`config.mk`:
```
export PLATFORM = sky130hd
export DESIGN_NAME = crc8w_frame_flat
export DESIGN_NICKNAME = d
export VERILOG_FILES = /design/src/hw/rtl/crc8w_pkg.sv /design/src/hw/rtl/crc8w_ifs.sv /design/src/hw/rtl/crc8w_frame.sv /design/src/flat_wrapper.sv
export SDC_FILE = /design/constraint.sdc
export NUM_CORES = 1
export LEC_CHECK = 0
export BUFFER_PORTS_ARGS = -buffer_cell sky130_fd_sc_hd__buf_4
export CAP_MARGIN = 15
export CORE_MARGIN = 1.5
export CORE_UTILIZATION = 50
export CTS_CLUSTER_SIZE = 10
export DETAILED_ROUTE_END_ITERATION = 8
export PLACE_DENSITY = 0.68
export SLEW_MARGIN = 30
export SYNTH_ARGS = -nofsm -noshare
export SYNTH_HDL_FRONTEND = slang
export SYNTH_SLANG_ARGS = --single-unit
```
`constraint.sdc`:
```
create_clock -name clk -period 4.4 [get_ports clk]
set_clock_uncertainty 0.1 [all_clocks]
set_input_delay 0.44 -clock clk [delete_from_list [all_inputs] [get_ports clk]]
set_output_delay 0.44 -clock clk [all_outputs]
set_load 0.02 [all_outputs]
```
`src/hw/rtl/crc8w_pkg.sv`:
```
// shared types, constants and the crc-8 byte step for the word frame checker
`default_nettype none

package crc8w_pkg;

  localparam int unsigned MAX_WORDS   = 32;
  localparam int unsigned INDEX_REACH = 32;
  localparam int unsigned WORD_LIMIT  = (MAX_WORDS < INDEX_REACH) ? MAX_WORDS : INDEX_REACH;

  localparam logic [7:0] CRC_POLY = 8'h31;
  localparam logic [7:0] CRC_INIT = 8'hFF;
  localparam logic [7:0] CRC_MSB  = 8'h80;

  localparam logic [5:0] COUNT_LIMIT = 6'(WORD_LIMIT);
  localparam logic [5:0] COUNT_MIN   = 6'd1;

  localparam logic [1:0] PH_HIGH  = 2'd0;
  localparam logic [1:0] PH_LOW   = 2'd1;
  localparam logic [1:0] PH_CHECK = 2'd2;

  localparam logic ST_OK      = 1'b0;
  localparam logic ST_CRC_ERR = 1'b1;

  typedef struct packed {
    logic       valid;
    logic [7:0] rx_byte;
    logic       start_req;
    logic [5:0] word_total;
  } stage_t;

  function automatic logic [7:0] crc_byte_step(input logic [7:0] crc, input logic [7:0] b);
    logic [7:0] c;
    c = crc ^ b;
    for (int k = 0; k < 8; k++) begin
      if ((c & CRC_MSB) != 8'd0) begin
        c = {c[6:0], 1'b0} ^ CRC_POLY;
      end else begin
        c = {c[6:0], 1'b0};
      end
    end
    return c;
  endfunction

endpackage

`default_nettype wire

```
`src/hw/rtl/crc8w_ifs.sv`:
```
// valid/ready channel interfaces for input bytes and result words
`default_nettype none


interface crc8w_out_if;
  logic        valid;
  logic        ready;
  logic [15:0] data_word;
  logic [4:0]  word_index;
  logic        status;
  logic        last;

  modport source (output valid, output data_word, output word_index, output status,
                  output last, input ready);
  modport sink (input valid, input data_word, input word_index, input status,
                input last, output ready);
endinterface

`default_nettype wire

```
`src/hw/rtl/crc8w_frame.sv`:
```
// frame state, crc check and result register
`default_nettype none

module crc8w_frame (
  input  wire logic              clk,
  input  wire logic              rst_n,
  input  wire crc8w_pkg::stage_t stage,
  output logic                   advance,
  crc8w_out_if.source            out_ch
);

  logic [1:0]  phase_r,  phase_nxt;
  logic [7:0]  high_r,   high_nxt;
  logic [7:0]  low_r,    low_nxt;
  logic [7:0]  crc_r,    crc_nxt;
  logic [5:0]  expect_r, expect_nxt;
  logic [4:0]  index_r,  index_nxt;
  logic        active_r, active_nxt;

  logic        out_valid_r;
  logic [15:0] data_word_r,  data_word_nxt;
  logic [4:0]  word_index_r, word_index_nxt;
  logic        status_r,     status_nxt;
  logic        last_r,       last_nxt;
  logic        produce;

  logic [5:0]  cnt;
  logic [7:0]  crc_step;
  logic        fin;

  assign advance = stage.valid && (!out_valid_r || out_ch.ready);

  always_comb begin
    phase_nxt      = phase_r;
    high_nxt       = high_r;
    low_nxt        = low_r;
    crc_nxt        = crc_r;
    expect_nxt     = expect_r;
    index_nxt      = index_r;
    active_nxt     = active_r;
    produce        = 1'b0;
    data_word_nxt  = 16'd0;
    word_index_nxt = 5'd0;
    status_nxt     = crc8w_pkg::ST_OK;
    last_nxt       = 1'b0;

    cnt = stage.word_total;
    if (cnt == 6'd0) begin
      cnt = crc8w_pkg::COUNT_MIN;
    end
    if (cnt > crc8w_pkg::COUNT_LIMIT) begin
      cnt = crc8w_pkg::COUNT_LIMIT;
    end

    if (stage.start_req) begin
      expect_nxt = cnt;
      index_nxt  = 5'd0;
      phase_nxt  = crc8w_pkg::PH_HIGH;
      crc_nxt    = crc8w_pkg::CRC_INIT;
      active_nxt = 1'b1;
    end

    crc_step = crc8w_pkg::crc_byte_step(crc_nxt, stage.rx_byte);
    fin      = ({1'b0, index_nxt} + 6'd1) >= expect_nxt;

    if (active_nxt) begin
      unique case (phase_nxt)
        crc8w_pkg::PH_HIGH: begin
          high_nxt  = stage.rx_byte;
          crc_nxt   = crc_step;
          phase_nxt = crc8w_pkg::PH_LOW;
        end
        crc8w_pkg::PH_LOW: begin
          low_nxt   = stage.rx_byte;
          crc_nxt   = crc_step;
          phase_nxt = crc8w_pkg::PH_CHECK;
        end
        default: begin
          produce        = 1'b1;
          word_index_nxt = index_nxt;
          phase_nxt      = crc8w_pkg::PH_HIGH;
          if (stage.rx_byte != crc_nxt) begin
            status_nxt = crc8w_pkg::ST_CRC_ERR;
            last_nxt   = 1'b1;
            active_nxt = 1'b0;
          end else begin
            data_word_nxt = {high_nxt, low_nxt};
            last_nxt      = fin;
            if (fin) begin
              active_nxt = 1'b0;
            end else begin
              index_nxt = index_nxt + 5'd1;
            end
          end
          crc_nxt = crc8w_pkg::CRC_INIT;
        end
      endcase
    end
  end

  always_ff @(posedge clk) begin
    if (!rst_n) begin
      phase_r     <= crc8w_pkg::PH_HIGH;
      high_r      <= 8'd0;
      low_r       <= 8'd0;
      crc_r       <= crc8w_pkg::CRC_INIT;
      expect_r    <= 6'd0;
      index_r     <= 5'd0;
      active_r    <= 1'b0;
      out_valid_r <= 1'b0;
    end else begin
      if (advance) begin
        phase_r  <= phase_nxt;
        high_r   <= high_nxt;
        low_r    <= low_nxt;
        crc_r    <= crc_nxt;
        expect_r <= expect_nxt;
        index_r  <= index_nxt;
        active_r <= active_nxt;
      end
      if (advance && produce) begin
        out_valid_r <= 1'b1;
      end else if (out_ch.ready) begin
        out_valid_r <= 1'b0;
      end
    end
  end

  always_ff @(posedge clk) begin
    if (advance && produce) begin
      data_word_r  <= data_word_nxt;
      word_index_r <= word_index_nxt;
      status_r     <= status_nxt;
      last_r       <= last_nxt;
    end
  end

  assign out_ch.valid      = out_valid_r;
  assign out_ch.data_word  = data_word_r;
  assign out_ch.word_index = word_index_r;
  assign out_ch.status     = status_r;
  assign out_ch.last       = last_r;

endmodule

`default_nettype wire

```
`src/flat_wrapper.sv`:
```
// flat-port wrapper written by rule: the top's interface ports become plain ports
module crc8w_frame_flat 
  (clk, rst_n, stage, advance, out_ch_valid, out_ch_data_word, out_ch_word_index, out_ch_status, out_ch_last, out_ch_ready);
  crc8w_out_if out_ch_i ();
  input  wire logic clk;
  input  wire logic rst_n;
  input  wire crc8w_pkg::stage_t stage;
  output logic advance;
  output wire logic [$bits(out_ch_i.valid)-1:0] out_ch_valid;
  output wire logic [$bits(out_ch_i.data_word)-1:0] out_ch_data_word;
  output wire logic [$bits(out_ch_i.word_index)-1:0] out_ch_word_index;
  output wire logic [$bits(out_ch_i.status)-1:0] out_ch_status;
  output wire logic [$bits(out_ch_i.last)-1:0] out_ch_last;
  input wire logic [$bits(out_ch_i.ready)-1:0] out_ch_ready;
  assign out_ch_valid = out_ch_i.valid;
  assign out_ch_data_word = out_ch_i.data_word;
  assign out_ch_word_index = out_ch_i.word_index;
  assign out_ch_status = out_ch_i.status;
  assign out_ch_last = out_ch_i.last;
  assign out_ch_i.ready = out_ch_ready;
  crc8w_frame u_core (.clk(clk), .rst_n(rst_n), .stage(stage), .advance(advance), .out_ch(out_ch_i));
endmodule
```
==> key figures, run 1 <==
Outcome
  – Status: finished, final reports clean

Routing
  – Routed Antenna Nets: 0
  – Final wirelength: 6.44 mm
  – Initial DRC count: 131
  – Vias per cell: 5.44
  – DR DRC count: 0
  – Iteration count of the initial detailed-routing pass: 4
  – DR WL/cell: 14.8 um
  – Routed vias: 2359

Clocking
  – Clock buffer count from CTS: 9
  – CTS tree: done
  – # Post-CTS Setup Buffers: 0
  – Worst-Skew Late Latency: 0.33 ns
  – Clock net sink count: 62
  – Post-CTS Hold Fix Bufs: 0
  – Clk buf depth: 2
  – Clk slew on worst S/H paths: 0.07 ns
  – H-tree depth: 3
  – CTS Root Cell: clkbuf_8
  – Post-cts sizing count: 0

Timing
  – Final min period: 3.23 ns
  – Max Slew Vio Count: 0
  – Worst slew pin tran: 0.850 ns
  – RSZ-0062 raised after global routing: no
  – Final Hold Viols: 0
  – Highest Clock Rate: 310 MHz
  – Worst setup margin: 1.17 ns
  – Final setup fails: 0
  – Final period util: 73.4%
  – Slew headroom: 42.8%
  – TNS Setup: 0 ns

Yosys
  – Synth Area per Inst: 10.4 um^2
  – Syn Nets: 343
  – Syn Std Cell Area: 3280 um^2
  – Top-count cell post-synth: dfxtp_1
  – Sequential element share of the synthesized area: 44.8%
  – Post-synth EDFFs: 23
  – Yosys cell types: 60
  – Top post-synthesis cells by count: 39 x dfxtp_1, 28 x nor2b_1, 26 x mux2i_1, 23 x and2_1, 23 x edfxtp_1
  – Yosys warnings: 0
  – Post-synthesis register bit count: 62
  – Area fraction of the dominant cell type after synthesis: 23.8%
  – Post-Syn Instances: 317
  – Synth area leader: dfxtp_1
  – Top cells by area, synth: dfxtp_1 24%, edfxtp_1 21%, mux2i_1 7.9%, nor2b_1 5.3%, and2_1 4.4%
  – Synth async-reset ratio: 0%
  – Primary FF master, synth: dfxtp_1

Power
  – Power Total: 0.00131 W
  – Total power per unit cell area: 345 nW/um^2
  – Max VDD drop: 235 uV
  – LEAKAGE: 1.55 nW

Cells and area
  – Non-Filler Instances: 434
  – Final core occ: 60.0%
  – Nets: 378
  – Layout cells sized above 1: 19.6%
  – Antenna Diode Count: 0
  – Layout area overhead: 16.1%

Worst setup path
  – Critical Path Slowest Stage Cell: o31ai_1
  – Arr. time, crit path: 3.36 ns
  – WP data required: 4.53 ns
  – Crit. End Element: register
  – Startpoint types: input port
  – CP top delay family: compound AO/OA/AOI/OAI gates
  – Critical-path cell list: buf_4 -> nor2b_1 -> ha_1 -> nand3_1 -> xor2_1 -> nor2_1 -> ha_1 -> nand3_1 -> o31ai_1 -> nor3_2 -> a32o_1 -> and3_1
  – Worst Path Max Fanout: 41
  – Critical Path Max Stage Delay: 0.69 ns
  – CP Class: in2reg
  – Reg2Reg Setup Slack: 1.19 ns
  – Critical path buffer and inverter count: 1

Job
  – Max_cap viols: 0

Placed design
  – Routability Congestion: 0.843
  – Cells after DPL: 418
  – Post-placement setup slack: 0.854 ns
  – Dpl hpwl: 4.29 mm
  – IO Port Bufs: 43

Global routing
  – Vias in the first global route: 2137
  – Largest net degree at the start of global routing: 49
  – Initial antenna violation count: 0
  – Tot GR Track Use: 19.0%
  – Gr ovfl total: 0
  – First-pass GRT wire length: 10.6 mm

Floorplan
  – Die Wd: 84.0 um
  – Initial Utilization: 51.7%
  – Row cnt: 29
  – Die H: 84.0 um
  – Core region area: 6350 um^2
  – Die Area: 7060 um^2
  – Io pins: 44

Hold path
  – Worst hold path type: in2reg
-- cells in the final DEF, fill, tap and decap left out, types with 3 or more instances in the layout --
| cell | instances |
|---|---|
| a21boi_0 | 3 |
| a21oi_1 | 5 |
| a31oi_1 | 4 |
| and2_1 | 23 |
| buf_4 | 43 |
| clkbuf_8 | 10 |
| dfxtp_1 | 39 |
| edfxtp_1 | 23 |
| ha_1 | 7 |
| inv_1 | 5 |
| mux2i_1 | 26 |
| nand2_1 | 17 |
| nand2b_1 | 3 |
| nand3_1 | 9 |
| nor2_1 | 19 |
| nor2b_1 | 28 |
| nor4_1 | 3 |
| o21ai_0 | 4 |
| o22ai_1 | 6 |
| or3_1 | 3 |
| xnor2_1 | 15 |
| xor2_1 | 8 |
-- sequential cells by signal, summed over array words and instances, names as in the netlist, 2 cells and up --
| signal | flops |
|---|---|
| u_core.crc_r | 8 |
| u_core.phase_r | 2 |
| u_core.expect_r | 6 |
| u_core.high_r | 8 |
| u_core.index_r | 5 |
| u_core.out_ch.word_index | 5 |
| u_core.low_r | 8 |
| u_core.out_ch.data_word | 16 |
-- area by class of cell --
class	count	area, um^2
Timing Repair Buffer	43	323
Inverter	5	18.8
Fill cell	550	2540
Tap cell	77	96.3
Clock buffer	12	145
Sequential cell	62	1470
Clock inverter	4	46.3
Multi-Input combinational cell	231	1710
-- cells by family after synthesis --
group                      synth area share (%)
AOI/OAI and AO/OA                          9.57
buffers and inverters                      3.47
and+or+nand+nor                            23.0
xor gates and xnor gates                   8.16
adders and majority gates                  2.67
muxes                                      8.27
DFF                                        44.8
-- metrics by stage --
step                instance area [um^2]  hold slack [ns]
floorplan                           3280            0.344
global placement                    3610            0.351
detailed placement                  3610            0.357
CTS                                 3800            0.311
global route                        3810            0.332
finish                              3810            0.324
-- where the power goes --
| group | internal, W | switching (W) | leakage [nW] |
|---|---|---|---|
| registers | 0.000611 | 0.0000218 | 0.482 |
| logic | 0.0000905 | 0.0000981 | 0.972 |
| clock network | 0.000275 | 0.000217 | 0.0940 |
-- layer usage --
metal	wire length [um]	vias up	track usage [%]	part of all wire [%]
met5	0	-	0	0
met4	65	0	5.81	1.0
met3	382	6	5.74	5.9
met2	2870	79	28.7	45
met1	3120	1087	26.3	48
li1	-	1187	-	-
-- worst reg2reg max path: stages, from the launching register on --
cell and delay [ns]:
dfxtp_1 0.42, nor2b_1 0.25, ha_1 0.26, nand3_1 0.11
xor2_1 0.16, nor2_1 0.08, ha_1 0.32, nand3_1 0.08
o31ai_1 0.69, nor3_2 0.18, a32o_1 0.31, and3_1 0.16
-- path summary, 6_finish.rpt --
path / from / end / cells after the start
worst max-delay path: stage[6] / u_core.index_r[3]$_SDFFE_PN0P_ / 12
worst min-delay path: stage[10] / u_core.high_r[3]$_SDFFE_PN0P_ / 3
worst max register to register: u_core.index_r[0]$_SDFFE_PN0P_ / u_core.index_r[3]$_SDFFE_PN0P_ / 11
worst min register to register: u_core.phase_r[0]$_SDFFE_PN0P_ / u_core.phase_r[0]$_SDFFE_PN0P_ / 2
Power figures use the tool's default switching activity.
==> inputs of run 2 (changes only) <==
--- a/config.mk
+++ b/config.mk
@@ -5,6 +5,7 @@
 export SDC_FILE = /design/constraint.sdc
 export NUM_CORES = 1
 export LEC_CHECK = 0
+export ABC_AREA = 1
 export BUFFER_PORTS_ARGS = -buffer_cell sky130_fd_sc_hd__buf_4
 export CAP_MARGIN = 15
 export CORE_MARGIN = 1.5
==> constraint.sdc (replaced) <==
create_clock -name clk -period 3.1 [get_ports clk]
set_clock_uncertainty 0.1 [all_clocks]
set_input_delay 0.31 -clock clk [delete_from_list [all_inputs] [get_ports clk]]
set_output_delay 0.31 -clock clk [all_outputs]
set_load 0.02 [all_outputs]
==> run 2 against run 1 <==
Compared with the run above:
- worst setup slack worse by 0.67 ns
- core utilization is 1.6 points higher
- highest routed layer unchanged
- global-route usage increased by 2.1 points
- critical path depth up 4
- clock power up 94%
- final area up 1.4%
- area after synthesis fell by 1.7%
- flip-flop and latch count is the same
==> key figures, run 2 <==
Outcome
  – Status: finished, final reports clean (unchanged)

Clocking
  – CTS tree: done (unchanged)
  – # Post-CTS Setup Buffers: 0 (unchanged)
  – Clock buffer count from CTS: 9 (unchanged)
  – Post-CTS Hold Fix Bufs: 0 (unchanged)
  – Clock net sink count: 62 (unchanged)
  – H-tree depth: 3 (unchanged)
  – CTS Root Cell: clkbuf_8 (unchanged)
  – Post-cts sizing count: 0 (unchanged)
  – Clk buf depth: 2 (unchanged)
  – Worst-Skew Late Latency: 0.34 ns (was 0.33 ns)
  – Clk slew on worst S/H paths: 0.08 ns (was 0.07 ns)

Floorplan
  – Core region area: 6280 um^2 (was 6350 um^2)
  – Initial Utilization: 51.4% (was 51.7%)
  – Die Wd: 83.3 um (was 84.0 um)
  – Die Area: 6940 um^2 (was 7060 um^2)
  – Die H: 83.3 um (was 84.0 um)
  – Row cnt: 29 (unchanged)
  – Io pins: 44 (unchanged)

Yosys
  – Yosys warnings: 0 (unchanged)
  – Area fraction of the dominant cell type after synthesis: 24.2% (was 23.8%)
  – Post-synthesis register bit count: 62 (unchanged)
  – Top post-synthesis cells by count: 79 x nand2_1, 55 x inv_1, 39 x dfxtp_1, 36 x a21oi_1, 31 x nor2_1 (was 39 x dfxtp_1, 28 x nor2b_1, 26 x mux2i_1, 23 x and2_1, 23 x edfxtp_1)
  – Top cells by area, synth: dfxtp_1 24%, edfxtp_1 21%, nand2_1 9.2%, inv_1 6.4%, a21oi_1 5.6% (was dfxtp_1 24%, edfxtp_1 21%, mux2i_1 7.9%, nor2b_1 5.3%, and2_1 4.4%)
  – Yosys cell types: 34 (was 60)
  – Synth area leader: dfxtp_1 (unchanged)
  – Top-count cell post-synth: nand2_1 (was dfxtp_1)
  – Syn Nets: 421 (was 343)
  – Post-Syn Instances: 395 (was 317)
  – Post-synth EDFFs: 23 (unchanged)
  – Sequential element share of the synthesized area: 45.6% (was 44.8%)
  – Primary FF master, synth: dfxtp_1 (unchanged)
  – Synth async-reset ratio: 0% (unchanged)
  – Synth Area per Inst: 8.17 um^2 (was 10.4 um^2)
  – Syn Std Cell Area: 3230 um^2 (was 3280 um^2)

Power
  – P_int: 0.00158 W (was 0.000976 W)
  – Sw power: 0.000518 W (was 0.000337 W)
  – Clock Power Share: 45.5% (was 37.5%)
  – LEAKAGE: 1.70 nW (was 1.55 nW)
  – Total power per unit cell area: 543 nW/um^2 (was 345 nW/um^2)
  – Combinational power share: 12.3% (was 14.4%)
  – Sequential fraction of design power: 42.2% (was 48.2%)
  – Max VDD drop: 351 uV (was 235 uV)
  – Switching part of the total: 24.7% (was 25.7%)
  – Power Total: 0.00210 W (was 0.00131 W)

Timing
  – RSZ-0062 raised after global routing: no (unchanged)
  – Final period util: 83.8%
  – TNS Setup: 0 ns (unchanged)
  – Final setup fails: 0 (unchanged)
  – Slew headroom: 38.4% (was 42.8%)
  – Max Slew Vio Count: 0 (unchanged)
  – Final Hold Viols: 0 (unchanged)
  – Worst slew pin tran: 0.914 ns (was 0.850 ns)
  – Final min period: 2.60 ns
  – Highest Clock Rate: 385 MHz

Cells and area
  – Most common cell after layout, fill and taps aside: nand2_1 (was buf_4)
  – Non-Filler Instances: 523 (was 434)
  – Nets: 467 (was 378)
  – Number of flip-flops in the largest register: 16 (unchanged)
  – Area of the multi-input gates: 1460 um^2 (was 1710 um^2)
  – Antenna Diode Count: 0 (unchanged)
  – Layout area overhead: 19.9% (was 16.1%)
  – Most frequent cells in the layout: 79 x nand2_1, 55 x inv_1, 45 x buf_4, 39 x dfxtp_1, 36 x a21oi_1 (was 43 x buf_4, 39 x dfxtp_1, 28 x nor2b_1, 26 x mux2i_1)
  – Layout cells sized above 1: 23.5% (was 19.6%)
  – Fillers: 589 (was 550)
  – Finished layout cell area: 3870 um^2 (was 3810 um^2)
  – Sequential Area: 1470 um^2 (unchanged)

Worst setup path
  – Arr. time, crit path: 2.74 ns (was 3.36 ns)
  – WP data required: 3.25 ns (was 4.53 ns)
  – RR Startpoint: u_core.index_r[0]$_SDFFE_PN0P_ (unchanged)
  – Critical path buffer and inverter count: 2 (was 1)
  – Worst Path Max Fanout: 7 (was 41)
  – CP Class: reg2reg (was in2reg)
  – Crit-path most repeated cell: nand2_1
  – CP top delay family: simple AND/OR/NAND/NOR gates (was compound AO/OA/AOI/OAI gates)
  – Critical-path cell list: inv_1 -> nor2_1 -> ha_1 -> nand3_1 -> xor2_1 -> ha_1 -> nand2_1 -> a21oi_1 -> nor3b_1 -> nand2_1 -> nor2_8 -> nand2_2 -> nand2_1 -> nand3_1 -> nand2_1 -> inv_1 (was buf_4 -> nor2b_1 -> ha_1 -> nand3_1 -> xor2_1 -> nor2_1 -> ha_1 -> nand3_1 -> o31ai_1 -> nor3_2 -> a32o_1 -> and3_1)
  – Critical Path Slowest Stage Cell: dfxtp_1 (was o31ai_1)
  – Startpoint types: register (was input port)
  – CP Launch Point: u_core.index_r[0]$_SDFFE_PN0P_ (was stage[6])
  – Critical Path Max Stage Delay: 0.37 ns (was 0.69 ns)
  – Crit. End Element: register (unchanged)

Placed design
  – Dpl hpwl: 5.08 mm (was 4.29 mm)
  – Placed Area: 3600 um^2 (was 3610 um^2)
  – Routability Congestion: 0.907 (was 0.843)
  – IO Port Bufs: 43 (unchanged)
  – Cells after DPL: 507 (was 418)

Global routing
  – Largest net degree at the start of global routing: 27 (was 49)
  – First-pass GRT wire length: 11.6 mm (was 10.6 mm)
  – Gr ovfl total: 0 (unchanged)
  – Initial antenna violation count: 0 (unchanged)
  – Tot GR Track Use: 21.1% (was 19.0%)
  – Vias in the first global route: 2485 (was 2137)

Routing
  – Met2 routed WL: 3.40 mm (was 2.87 mm)
  – Routed vias: 2665 (was 2359)
  – Initial DRC count: 102 (was 131)
  – DR DRC count: 0 (unchanged)
  – Vias per cell: 5.10 (was 5.44)
  – DR WL/cell: 13.3 um (was 14.8 um)
  – Iteration count of the initial detailed-routing pass: 4 (unchanged)
  – WL met3: 345 um (was 382 um)
  – Routed metal-1 wirelength: 3.09 mm (was 3.12 mm)
  – Final wirelength: 6.96 mm (was 6.44 mm)
  – Max Used Layer: met4 (unchanged)
  – Routed Antenna Nets: 0 (unchanged)

Hold path
  – Hold Path Origin: stage[10] (unchanged)
  – Worst hold path type: in2reg (unchanged)

Job
  – Max_cap viols: 0 (unchanged)
-- run 2: changes by cell type in the layout (fill, tap and decap cells not counted), moves of 11 or more --
| cell | previous run | this run |
|---|---|---|
| a21oi_1 | 5 | 36 |
| and2_1 | 23 | 0 |
| inv_1 | 5 | 55 |
| mux2i_1 | 26 | 0 |
| nand2_1 | 17 | 79 |
| nand3_1 | 9 | 21 |
| nor2_1 | 19 | 30 |
| nor2_2 | 0 | 15 |
| nor2b_1 | 28 | 0 |
| o21ai_0 | 4 | 25 |
| xnor2_1 | 15 | 4 |
-- run 2: kinds of logic after synthesis --
| kind of cell | synth area share (%) |
|---|---|
| compound gates | 11.6 |
| fa+ha+maj | 2.72 |
| simple gates | 25.5 |
| flops | 45.6 |
| buf+inv | 9.23 |
| xor+xnor | 5.31 |
-- run 2: layout make-up --
type | count | share of cell area (%)
flip-flops and latches | 62 | 38.1
clock inverters | 7 | 3.75
multi-input cells | 261 | 37.7
well taps | 77 | 2.49
inverters | 62 | 6.02
repair buffers | 45 | 8.74
clock buffers | 9 | 3.20
-- run 2: path summary, 6_finish.rpt --
kind	end	cells after the start	slack, ns
min	u_core.low_r[3]$_SDFFE_PN0P_	3	0.16
max	u_core.index_r[4]$_SDFFE_PN0P_	16	0.50
max reg2reg	u_core.index_r[4]$_SDFFE_PN0P_	16	0.50
min reg2reg	u_core.low_r[5]$_SDFFE_PN0P_	2	0.35
-- run 2: routing by layer --
layer | up-vias | global-route usage (%)
li1 | 1349 | -
met1 | 1229 | 26.6
met2 | 76 | 36.0
met3 | 11 | 4.57
met4 | 0 | 6.67
met5 | - | 0
-- run 2: worst register-to-register path, delay by kind of cell, from the launching register on --
kind,cells,cell delay [ns]
simple gates,10,1.16
fa+ha+maj,2,0.52
flops,1,0.37
xor+xnor,1,0.20
buf+inv,2,0.12
compound gates,1,0.04
-- run 2: power groups by stage --
stage,Clock [W],Sequential [W],Combinational [W]
2_1_floorplan,0,0.000900,0.000191
3_3_place_gp,0,0.000903,0.000252
3_5_place_dp,0,0.000904,0.000256
4_1_cts,0.000968,0.000886,0.000258
5_1_grt,0.000998,0.000889,0.000291
6_report,0.000955,0.000886,0.000258
-- run 2: through the flow --
step | worst slack [ns] | hold slack, ns | util, %
3_5_place_dp | 0.313 | 0.343 | 57.3
2_1_floorplan | 0.494 | 0.330 | -
6_report | 0.501 | 0.158 | 61.6
3_3_place_gp | 0.376 | 0.341 | 57.3
5_1_grt | 0.187 | 0.171 | 61.6
4_1_cts | 0.509 | 0.145 | 61.6
